## config.mk

```make
export PLATFORM = sky130hd
export DESIGN_NAME = newton_square_root_core
export DESIGN_NICKNAME = d
export VERILOG_FILES = /design/src/design/nsr_pkg.sv /design/src/design/nsr_regs.sv /design/src/design/nsr_ctrl.sv /design/src/design/nsr_dp.sv /design/src/design/newton_square_root_core.sv
export SDC_FILE = /design/constraint.sdc
export NUM_CORES = 2
export LEC_CHECK = 0
export BUFFER_PORTS_ARGS = -buffer_cell sky130_fd_sc_hd__buf_2
export CAP_MARGIN = 20
export CORE_MARGIN = 4
export CORE_UTILIZATION = 24
export CTS_CLUSTER_SIZE = 24
export DETAILED_ROUTE_END_ITERATION = 16
export GPL_TIMING_DRIVEN = 0
export PLACE_DENSITY = 0.43
export SLEW_MARGIN = 40
export SYNTH_ARGS = -nofsm -noshare
export SYNTH_HDL_FRONTEND = slang
export SYNTH_HIERARCHICAL = 1
export SYNTH_SLANG_ARGS = --single-unit
```

## constraint.sdc

```tcl
create_clock -name clk_i -period 10.8 [get_ports clk_i]
set_input_delay 1.08 -clock clk_i [delete_from_list [all_inputs] [get_ports clk_i]]
set_output_delay 1.08 -clock clk_i [all_outputs]
set_load 0.05 [all_outputs]
```

## src/design/nsr_pkg.sv

```systemverilog
package nsr_pkg;

  localparam int FracBits = 16;
  localparam int RadW     = 32;
  localparam int ScaledW  = RadW + FracBits;
  localparam int SqW      = 2 * RadW;
  localparam int StepW    = 6;
  localparam int TolW     = 32;
  localparam int DivCntW  = $clog2(ScaledW + 1);
  localparam int OutW     = 40;

  localparam logic [2:0] AddrTol = 3'd0;
  localparam logic [2:0] AddrMax = 3'd4;

  localparam logic [TolW-1:0]  TolReset = TolW'(42950);
  localparam logic [StepW-1:0] MaxReset = StepW'(40);

  typedef enum logic [2:0] {
    StIdle,
    StSquare,
    StCompare,
    StDivide,
    StUpdate,
    StFinish
  } state_e;

  typedef struct packed {
    logic load;
    logic square;
    logic div_start;
    logic div_step;
    logic update;
    logic conv_we;
    logic conv_val;
    logic finish;
  } cmd_t;

  typedef struct packed {
    logic in_zero;
    logic tol_ok;
    logic at_limit;
    logic div_done;
    logic stable;
    logic out_full;
  } sts_t;

endpackage

```

## src/design/nsr_regs.sv

```systemverilog
module nsr_regs (
  input  logic                          clk_i,
  input  logic                          rst_ni,
  input  logic                          psel,
  input  logic                          penable,
  input  logic                          pwrite,
  input  logic [2:0]                    paddr,
  input  logic [31:0]                   pwdata,
  output logic [31:0]                   prdata,
  output logic                          pready,
  output logic [nsr_pkg::TolW-1:0]      tol_o,
  output logic [nsr_pkg::StepW-1:0]     max_o
);

  logic [nsr_pkg::TolW-1:0]  tol_q;
  logic [nsr_pkg::StepW-1:0] max_q;
  logic                      wr;

  assign pready = 1'b1;
  assign wr     = psel && penable && pwrite && pready;

  always_ff @(posedge clk_i or negedge rst_ni) begin
    if (!rst_ni) begin
      tol_q <= nsr_pkg::TolReset;
      max_q <= nsr_pkg::MaxReset;
    end else if (wr) begin
      unique case (paddr)
        nsr_pkg::AddrTol: tol_q <= pwdata[nsr_pkg::TolW-1:0];
        nsr_pkg::AddrMax: max_q <= pwdata[nsr_pkg::StepW-1:0];
        default: ;
      endcase
    end
  end

  always_comb begin
    unique case (paddr)
      nsr_pkg::AddrTol: prdata = 32'(tol_q);
      nsr_pkg::AddrMax: prdata = 32'(max_q);
      default:          prdata = '0;
    endcase
  end

  assign tol_o = tol_q;
  assign max_o = max_q;

endmodule

```

## src/design/nsr_ctrl.sv

```systemverilog
module nsr_ctrl (
  input  logic          clk_i,
  input  logic          rst_ni,
  input  logic          in_valid_i,
  output logic          in_ready_o,
  input  nsr_pkg::sts_t sts_i,
  output nsr_pkg::cmd_t cmd_o
);

  nsr_pkg::state_e state_q, state_d;

  always_ff @(posedge clk_i or negedge rst_ni) begin
    if (!rst_ni) state_q <= nsr_pkg::StIdle;
    else         state_q <= state_d;
  end

  always_comb begin
    state_d = state_q;
    unique case (state_q)
      nsr_pkg::StIdle:
        if (in_valid_i) state_d = sts_i.in_zero ? nsr_pkg::StFinish : nsr_pkg::StSquare;
      nsr_pkg::StSquare:  state_d = nsr_pkg::StCompare;
      nsr_pkg::StCompare: begin
        if (sts_i.tol_ok || sts_i.at_limit) state_d = nsr_pkg::StFinish;
        else                                state_d = nsr_pkg::StDivide;
      end
      nsr_pkg::StDivide:
        if (sts_i.div_done) state_d = nsr_pkg::StUpdate;
      nsr_pkg::StUpdate:
        state_d = sts_i.stable ? nsr_pkg::StFinish : nsr_pkg::StSquare;
      nsr_pkg::StFinish:
        if (!sts_i.out_full) state_d = nsr_pkg::StIdle;
      default: state_d = nsr_pkg::StIdle;
    endcase
  end

  always_comb begin
    cmd_o      = '0;
    in_ready_o = 1'b0;
    unique case (state_q)
      nsr_pkg::StIdle: begin
        in_ready_o = 1'b1;
        if (in_valid_i) begin
          cmd_o.load     = 1'b1;
          cmd_o.conv_we  = 1'b1;
          cmd_o.conv_val = 1'b1;
        end
      end
      nsr_pkg::StSquare: cmd_o.square = 1'b1;
      nsr_pkg::StCompare: begin
        if (sts_i.tol_ok) begin
          cmd_o.conv_we  = 1'b1;
          cmd_o.conv_val = 1'b1;
        end else if (sts_i.at_limit) begin
          cmd_o.conv_we  = 1'b1;
          cmd_o.conv_val = 1'b0;
        end else begin
          cmd_o.div_start = 1'b1;
        end
      end
      nsr_pkg::StDivide:
        if (!sts_i.div_done) cmd_o.div_step = 1'b1;
      nsr_pkg::StUpdate: begin
        cmd_o.update = 1'b1;
        if (sts_i.stable) begin
          cmd_o.conv_we  = 1'b1;
          cmd_o.conv_val = 1'b1;
        end
      end
      nsr_pkg::StFinish:
        if (!sts_i.out_full) cmd_o.finish = 1'b1;
      default: ;
    endcase
  end

endmodule

```

## src/design/nsr_dp.sv

```systemverilog
module nsr_dp (
  input  logic                          clk_i,
  input  logic                          rst_ni,
  input  logic [nsr_pkg::RadW-1:0]      radicand_i,
  input  logic [nsr_pkg::TolW-1:0]      tol_i,
  input  logic [nsr_pkg::StepW-1:0]     max_i,
  input  nsr_pkg::cmd_t                 cmd_i,
  output nsr_pkg::sts_t                 sts_o,
  output logic                          out_valid_o,
  input  logic                          out_ready_i,
  output logic [nsr_pkg::OutW-1:0]      out_data_o
);

  localparam int RW = nsr_pkg::RadW;
  localparam int SW = nsr_pkg::ScaledW;

  logic [SW-1:0]                 scaled_q;
  logic [RW-1:0]                 guess_q;
  logic [nsr_pkg::SqW-1:0]       sq_q;
  logic [RW-1:0]                 rem_q;
  logic [SW-1:0]                 quo_q;
  logic [nsr_pkg::DivCntW-1:0]   cnt_q;
  logic [nsr_pkg::StepW-1:0]     steps_q;
  logic                          conv_q;
  logic                          out_valid_q;
  logic [nsr_pkg::OutW-1:0]      out_q;

  logic [nsr_pkg::SqW-1:0] scaled_ext;
  logic [nsr_pkg::SqW-1:0] diff;
  logic [RW:0]             trial;
  logic                    take;
  logic [SW:0]             sum;
  logic [SW-1:0]           half;
  logic [RW-1:0]           next_guess;

  assign scaled_ext = nsr_pkg::SqW'(scaled_q);
  assign diff  = (sq_q >= scaled_ext) ? (sq_q - scaled_ext) : (scaled_ext - sq_q);
  assign trial = {rem_q, quo_q[SW-1]};
  assign take  = trial >= {1'b0, guess_q};
  assign sum   = {1'b0, quo_q} + (SW+1)'(guess_q);
  assign half  = sum[SW:1];
  // saturate a guess that no longer fits the result width
  assign next_guess = (|half[SW-1:RW]) ? {RW{1'b1}} : half[RW-1:0];

  always_ff @(posedge clk_i) begin
    if (cmd_i.load) begin
      scaled_q <= {radicand_i, {nsr_pkg::FracBits{1'b0}}};
      guess_q  <= (radicand_i == '0) ? '0 : RW'(1) << nsr_pkg::FracBits;
      steps_q  <= '0;
    end
    if (cmd_i.square) sq_q <= guess_q * guess_q;
    if (cmd_i.div_start) begin
      rem_q <= '0;
      quo_q <= scaled_q;
      cnt_q <= '0;
    end else if (cmd_i.div_step) begin
      rem_q <= take ? RW'(trial - {1'b0, guess_q}) : trial[RW-1:0];
      quo_q <= {quo_q[SW-2:0], take};
      cnt_q <= cnt_q + 1'b1;
    end
    if (cmd_i.update) begin
      guess_q <= next_guess;
      steps_q <= steps_q + 1'b1;
    end
    if (cmd_i.conv_we) conv_q <= cmd_i.conv_val;
    if (cmd_i.finish) out_q <= nsr_pkg::OutW'({steps_q, conv_q, guess_q});
  end

  always_ff @(posedge clk_i or negedge rst_ni) begin
    if (!rst_ni)            out_valid_q <= 1'b0;
    else if (cmd_i.finish)  out_valid_q <= 1'b1;
    else if (out_ready_i)   out_valid_q <= 1'b0;
  end

  assign sts_o.in_zero  = (radicand_i == '0);
  assign sts_o.tol_ok   = diff <= nsr_pkg::SqW'(tol_i);
  assign sts_o.at_limit = steps_q >= max_i;
  assign sts_o.div_done = (cnt_q == nsr_pkg::DivCntW'(SW));
  assign sts_o.stable   = (next_guess == guess_q);
  assign sts_o.out_full = out_valid_q && !out_ready_i;

  assign out_valid_o = out_valid_q;
  assign out_data_o  = out_q;

endmodule

```

## src/design/newton_square_root_core.sv

```systemverilog
// Newton-Raphson square root of an unsigned Q16.16 radicand, result in Q16.16
// with a converged flag and the number of Newton steps taken. One item is in
// work at a time. A zero radicand goes from its input beat straight to the
// result. Otherwise the item passes through accept, first square and first
// compare, then each Newton step through a bit-serial restoring division of 48
// shift steps and a done check, update, square and compare, and ends in the
// hand-off; an item that ends on a stable guess skips the last square and
// compare. The finished result sits in an output register until taken.
// tolerance (0x0) and max_iterations (0x4) must be written over the APB port
// only while the block is idle; the block itself does not enforce this.
module newton_square_root_core (
  input  logic        clk_i,
  input  logic        rst_ni,
  input  logic        s_axis_tvalid,
  output logic        s_axis_tready,
  input  logic [31:0] s_axis_tdata,   // [31:0] radicand
  output logic        m_axis_tvalid,
  input  logic        m_axis_tready,
  output logic [39:0] m_axis_tdata,   // [31:0] root, [32] converged, [38:33] steps_used
  input  logic        psel,
  input  logic        penable,
  input  logic        pwrite,
  input  logic [2:0]  paddr,
  input  logic [31:0] pwdata,
  output logic [31:0] prdata,
  output logic        pready
);

  logic [nsr_pkg::TolW-1:0]  tol;
  logic [nsr_pkg::StepW-1:0] max_it;
  nsr_pkg::cmd_t             cmd;
  nsr_pkg::sts_t             sts;

  nsr_regs u_regs (
    .clk_i, .rst_ni, .psel, .penable, .pwrite, .paddr, .pwdata, .prdata, .pready,
    .tol_o(tol), .max_o(max_it)
  );

  nsr_ctrl u_ctrl (
    .clk_i, .rst_ni,
    .in_valid_i(s_axis_tvalid), .in_ready_o(s_axis_tready),
    .sts_i(sts), .cmd_o(cmd)
  );

  nsr_dp u_dp (
    .clk_i, .rst_ni,
    .radicand_i(s_axis_tdata), .tol_i(tol), .max_i(max_it),
    .cmd_i(cmd), .sts_o(sts),
    .out_valid_o(m_axis_tvalid), .out_ready_i(m_axis_tready), .out_data_o(m_axis_tdata)
  );

endmodule

```

==> Word-level counts from Yosys, hierarchy flattened <==
Index checks and enable logic that the tools add are counted.
{ "word_totals": {"reg_bits": 302, "inputBits": 74, "out_inout_bits": 75} }
{ "classes": {"muxes": 37, "eq_ne": 11, "mul": 1, "add_sub_neg": 6, "reduce_logical": 15, "order_cmp": 4} }
{ "ops": {"columns": ["cell", "count"], "rows": [
  ["2-to-1 mux 32 bit", 4],
  ["2-to-1 mux 48 bit", 2],
  ["greater-or-equal comparator 64 x 48 -> 1 bit", 1],
  ["<= comparator 64 x 32 -> 1 bit", 1],
  ["multiplier 32 x 32 -> 64 bit", 1],
  ["2-to-1 mux 64 bit", 1],
  ["one-hot mux 32 bit (2 select lines)", 1],
  ["subtractor 48 x 64 -> 64 bit", 1],
  ["subtractor 64 x 48 -> 64 bit", 1],
  ["adder 48 x 32 -> 49 bit", 1],
  ["greater-or-equal comparator 33 x 32 -> 1 bit", 1],
  ["equality test 32 bit", 1],
  ["logical NOT 32 bit", 1],
  ["subtractor 32 bit", 1],
  ["2-to-1 mux 3 bit", 6],
  ["one-hot mux 3 bit (6 select lines)", 1],
  ["2-to-1 mux 17 bit", 1],
  ["OR reduction 16 bit", 1],
  ["2-to-1 mux 1 bit", 14],
  ["adder 6 x 1 -> 6 bit (second input constant)", 2],
  ["2-to-1 mux 6 bit", 2],
  ["equality test 3 bit (second input constant)", 3],
  ["2-to-1 mux 2 bit", 4],
  ["equality test 3 x 2 -> 1 bit (second input constant)", 2],
  ["other kinds (13)", 20]
]} }

==> Depth between registers and ports, before layout <==
{ "logic_depth": {"word_depth": 6, "mapped_depth": 33, "ltp_nobuf": 31} }

==> Modules after synthesis <==
Netlist, hierarchy kept.
{ "by_module_without_submodules": {"columns": ["module", "instances", "seq_area_each_um2", "area_per_inst_um2", "cells_each"], "rows": [
  ["nsr_dp", 1, 7422.1, 48725.5, 5320],
  ["nsr_regs", 1, 964.7, 1908.1, 129],
  ["nsr_ctrl", 1, 75.1, 296.5, 42]
]} }

==> Worst setup path after synthesis <==
OpenSTA, ideal clock, no wires.
{ "synth_timing": {"kind": "register to register", "startpoint": "reg u_dp.guess_q[3]", "endpoint": "reg u_dp/sq_q[58] (netlist name) (data pin)", "period_less_slack_ns": 8.638, "arrival_time_ns": 8.374, "slack_ns": 2.162, "path_stages_with_launch": 31, "setup_time_ns": 0.264, "t_required_ns": 10.536, "path_cell_list": "edfxtp_1 -> clkbuf_1 -> inv_1 -> clkbuf_1 -> clkbuf_1 -> nor2_1 -> fa_1 -> inv_1 -> fa_1 -> inv_1 -> fa_1 -> inv_1 -> fa_1 -> inv_1 -> fa_1 -> fa_1 -> fa_1 -> fa_1 -> ha_1 -> nand3_1 -> nor3b_1 -> o21ai_0 -> o311a_1 -> o21ai_1 -> a31oi_1 -> o31ai_1 -> a221oi_1 -> o31a_1 -> o21ai_0 -> a21boi_0 -> xnor2_1"} }
{ "synth_between": {"elab_chain_len": 1} }
{ "synth_rtl": {"columns": ["element", "line", "source"], "rows": [
  ["start, declared", "nsr_dp.sv:18", "logic [RW-1:0] guess_q;"],
  ["start signal, assigned", "nsr_dp.sv:48", "guess_q <= (radicand_i == '0) ? '0 : RW'(1) << nsr_pkg::FracBits;"],
  ["start signal, assigned", "nsr_dp.sv:62", "guess_q <= next_guess;"],
  ["multiplier 32 x 32 -> 64 bit", "nsr_dp.sv:51", "if (cmd_i.square) sq_q <= guess_q * guess_q;"],
  ["end signal, assigned", "nsr_dp.sv:51", null],
  ["end, declared", "nsr_dp.sv:19", "logic [nsr_pkg::SqW-1:0] sq_q;"]
]} }
Every way passes these cells.
A chain may end at the register's enable or synchronous reset.

==> Worst setup path in the final report <==
{ "layout_timing": {"startpoint": "reg u_dp.guess_q[19]", "endpoint": "reg u_dp/sq_q[63] (netlist name) (data pin)"} }
The elaborated chain is that of the path after synthesis.

==> results.json <==
{
  "status": "completed",
  "synth.distinct_cells": 103,
  "fmax_mhz": 94.1,
  "path_buf_inv": 8,
  "gr-total-overflow": 0,
  "syn_to_final_growth_pct": 12.2,
  "critPathTopFamily": "adder cells",
  "grt-busiest-layer": "met2",
  "clockBufferDepth": 3,
  "io_buffers": 145,
  "ant_nets": 0,
  "pre_cts_ws_ps": -877,
  "rows": 168,
  "synth_edf_count": 221,
  "synth_ff_type": "edfxtp_1",
  "hpwlAfterDp_um": 163000,
  "netlist_area_um2": 50900,
  "die_height_um": 469,
  "drive_above_1_share": 0.0980,
  "min_path_type": "reg2reg",
  "track_usage": 0.178,
  "maxSlewHeadroom": 0.361,
  "antenna_found_initial": 11,
  "die_area_um2": 220000,
  "gr-usage-met3": 0.0303,
  "vias": 40000,
  "gp_congestion": 0.938,
  "synth_top_cell_area_share": 0.314,
  "grt_pass1_wl_um": 287000,
  "async_flop_share": 0.140,
  "cpMostUsedCell": "fa_1",
  "crit_path_end_kind": "flop",
  "nets": 7054,
  "yosys-top-cells-area": "fa_1 31%, edfxtp_1 13%, ha_1 12%",
  "cpMaxStageDelayCell": "edfxtp_1",
  "skew_ps": 54.4,
  "final_cell_mix": "1145 x inv_1, 798 x fa_1, 469 x ha_1",
  "synth-seq-cells": 301,
  "hold_viol_final": 0,
  "crit_type": "reg2reg",
  "grt_pass1_vias": 41800,
  "start_kind": "flop",
  "timing.final.crit_share": 0.984,
  "tightest_slew_ps": 959,
  "cts_tree": "done",
  "synth_nets": 6832,
  "layout_min_cycle_time_ps": 10630,
  "start_util": 0.242,
  "worst_slack_ps": 175,
  "clock_sinks": 301,
  "core_area_um2": 210000,
  "synth.yosys.seq_area_share": 0.166,
  "first_pass_iters": 5,
  "dieWidth_um": 469,
  "max_stage_delay_ps": 720,
  "grt.met2_usage": 0.290,
  "syn-mean-instance-area_um2": 9.28,
  "htreeDepth": 2,
  "avgRoutedWirePerCell_um": 23.1,
  "clk_pin_slew_worst_paths_ps": 60,
  "arrival_ps": 11010,
  "root_buffer": "clkbuf_16",
  "slew_viol_final": 0,
  "crit_required_ps": 11180,
  "grt_max_degree": 50,
  "yosys_warnings": 6,
  "final_common_cell": "inv_1",
  "clk_latency_ps": 640,
  "cp_max_fo": 10,
  "io_pins": 149,
  "use_met1": 0.240,
  "setup_viol": 0,
  "synth_area_leader_cell": "fa_1",
  "syn_inst": 5491,
  "instances_no_fill": 8553,
  "drcViolationCount": 0,
  "cap_violations": 0,
  "wirelength_um": 197000,
  "fin_util": 0.272,
  "placed_cells": 8464,
  "cts-buffers-inserted": 41,
  "hold_buffers": 0,
  "viasPerCell": 4.68,
  "drtIter0Drc": 2802
}
-- final timing paths --
| kind | slack, ps | cells after the start | from | to |
|---|---|---|---|---|
| worst max-delay path | 170 | 29 | u_dp/guess_q[19] | u_dp/sq_q[63] |
| worst min-delay path | 430 | 0 | u_dp/conv_q | u_dp/out_data_o[32] |
| worst max register to register | 170 | 29 | u_dp/guess_q[19] | u_dp/sq_q[63] |
| worst min register to register | 430 | 0 | u_dp/conv_q | u_dp/out_data_o[32] |
| max in group asynchronous | 9910 | 1 | rst_ni | u_regs/tol_o[28] |
| min in group asynchronous | 470 | 1 | rst_ni | u_dp/out_valid_o |
-- synthesized netlist by cell type (16+ instances only) --
cell / n
inv_1: 1145
fa_1: 798
ha_1: 469
nand2_1: 428
nor2_1: 422
a21oi_1: 243
edfxtp_1: 221
clkbuf_1: 147
o21ai_0: 146
xnor2_1: 146
a21o_1: 115
xor2_1: 77
nand3_1: 65
nand4_1: 65
and2_1: 61
nor3_1: 57
nor2b_1: 48
o21a_1: 45
a211oi_1: 42
o21bai_1: 41
mux2_2: 40
dfxtp_1: 38
buf_1: 32
buf_2: 32
dfrtp_1: 31
mux2_4: 30
mux2i_1: 30
nor4_1: 30
a31oi_1: 29
a21boi_0: 26
nand2b_1: 25
or2_2: 24
o211ai_1: 21
o31ai_1: 18
and4_1: 17
or3_1: 16
-- per-stage QoR --
| stage | hold slack [ps] | cell area, µm² | TNS (ps) |
|---|---|---|---|
| after floorplan | 400 | 50900 | 0 |
| after global placement | 412 | 55200 | -74030 |
| after detailed placement | 411 | 55600 | -5920 |
| after CTS | 427 | 57100 | 0 |
| after global routing | 437 | 57200 | -69.1 |
| final | 429 | 57200 | 0 |
-- layer usage --
metal | wire [µm] | up-vias
li1 | - | 18200
met1 | 87000 | 20400
met2 | 90900 | 1264
met3 | 13100 | 224
met4 | 6450 | 4
met5 | 23 | -
-- logic make-up (layout without fill, tap and decap cells) --
kind of cell / Yosys count / in the layout / share of synthesized area
xor gates and xnor gates: 223 / 223 / 0.0383
buffers and inverters: 1380 / 1635 / 0.104
muxes: 101 / 101 / 0.0238
adders and majority gates: 1267 / 1267 / 0.429
other: 2 / 4 / 0.000147
AOI/OAI and AO/OA: 884 / 884 / 0.115
DFF: 301 / 301 / 0.166
and+or+nand+nor: 1333 / 1333 / 0.123
-- sequential cells by signal (all words and copies together) (netlist names) --
name,flops
u_dp/steps_q,6
u_dp/cnt_q,6
u_dp/sq_q,63
u_dp/out_data_o,39
u_dp/out_valid_o,1
u_regs/tol_o,32
u_dp/conv_q,1
u_dp/guess_q,32
u_dp/rem_q,32
u_ctrl/state_q,3
u_regs/max_o,6
u_dp/scaled_q,32
u_dp/quo_q,48
-- worst register-to-register path, delay by kind of cell (launching register included) --
family,cells,cell delay [ps]
simple gates,3,700
flops,1,720
compound gates,8,2090
buf+inv,8,2360
fa+ha+maj,9,4250
xor+xnor,1,300
-- area by class of cell --
cell class / instances / area [µm²]
fill: 22600 / 153000
inverter: 1156 / 4350
multi-input combinational: 3810 / 37200
clock buffer: 51 / 1170
antenna: 2 / 5.00
timing repair buffer: 179 / 1040
buffer: 224 / 1110
sequential: 301 / 8460
tap: 2805 / 3510
clock inverter: 25 / 289
-- what timing repair did --
| item | CTS | global route |
|---|---|---|
| setup buffers | 0 | 10 |
| endpoints found under the setup margin | 12 | 7 |
| resized for setup | 14 | 10 |
| pin swaps | 0 | 0 |
Power is not shown: default switching activity piles up to over one toggle a cycle in this logic, so the estimate is an artifact.
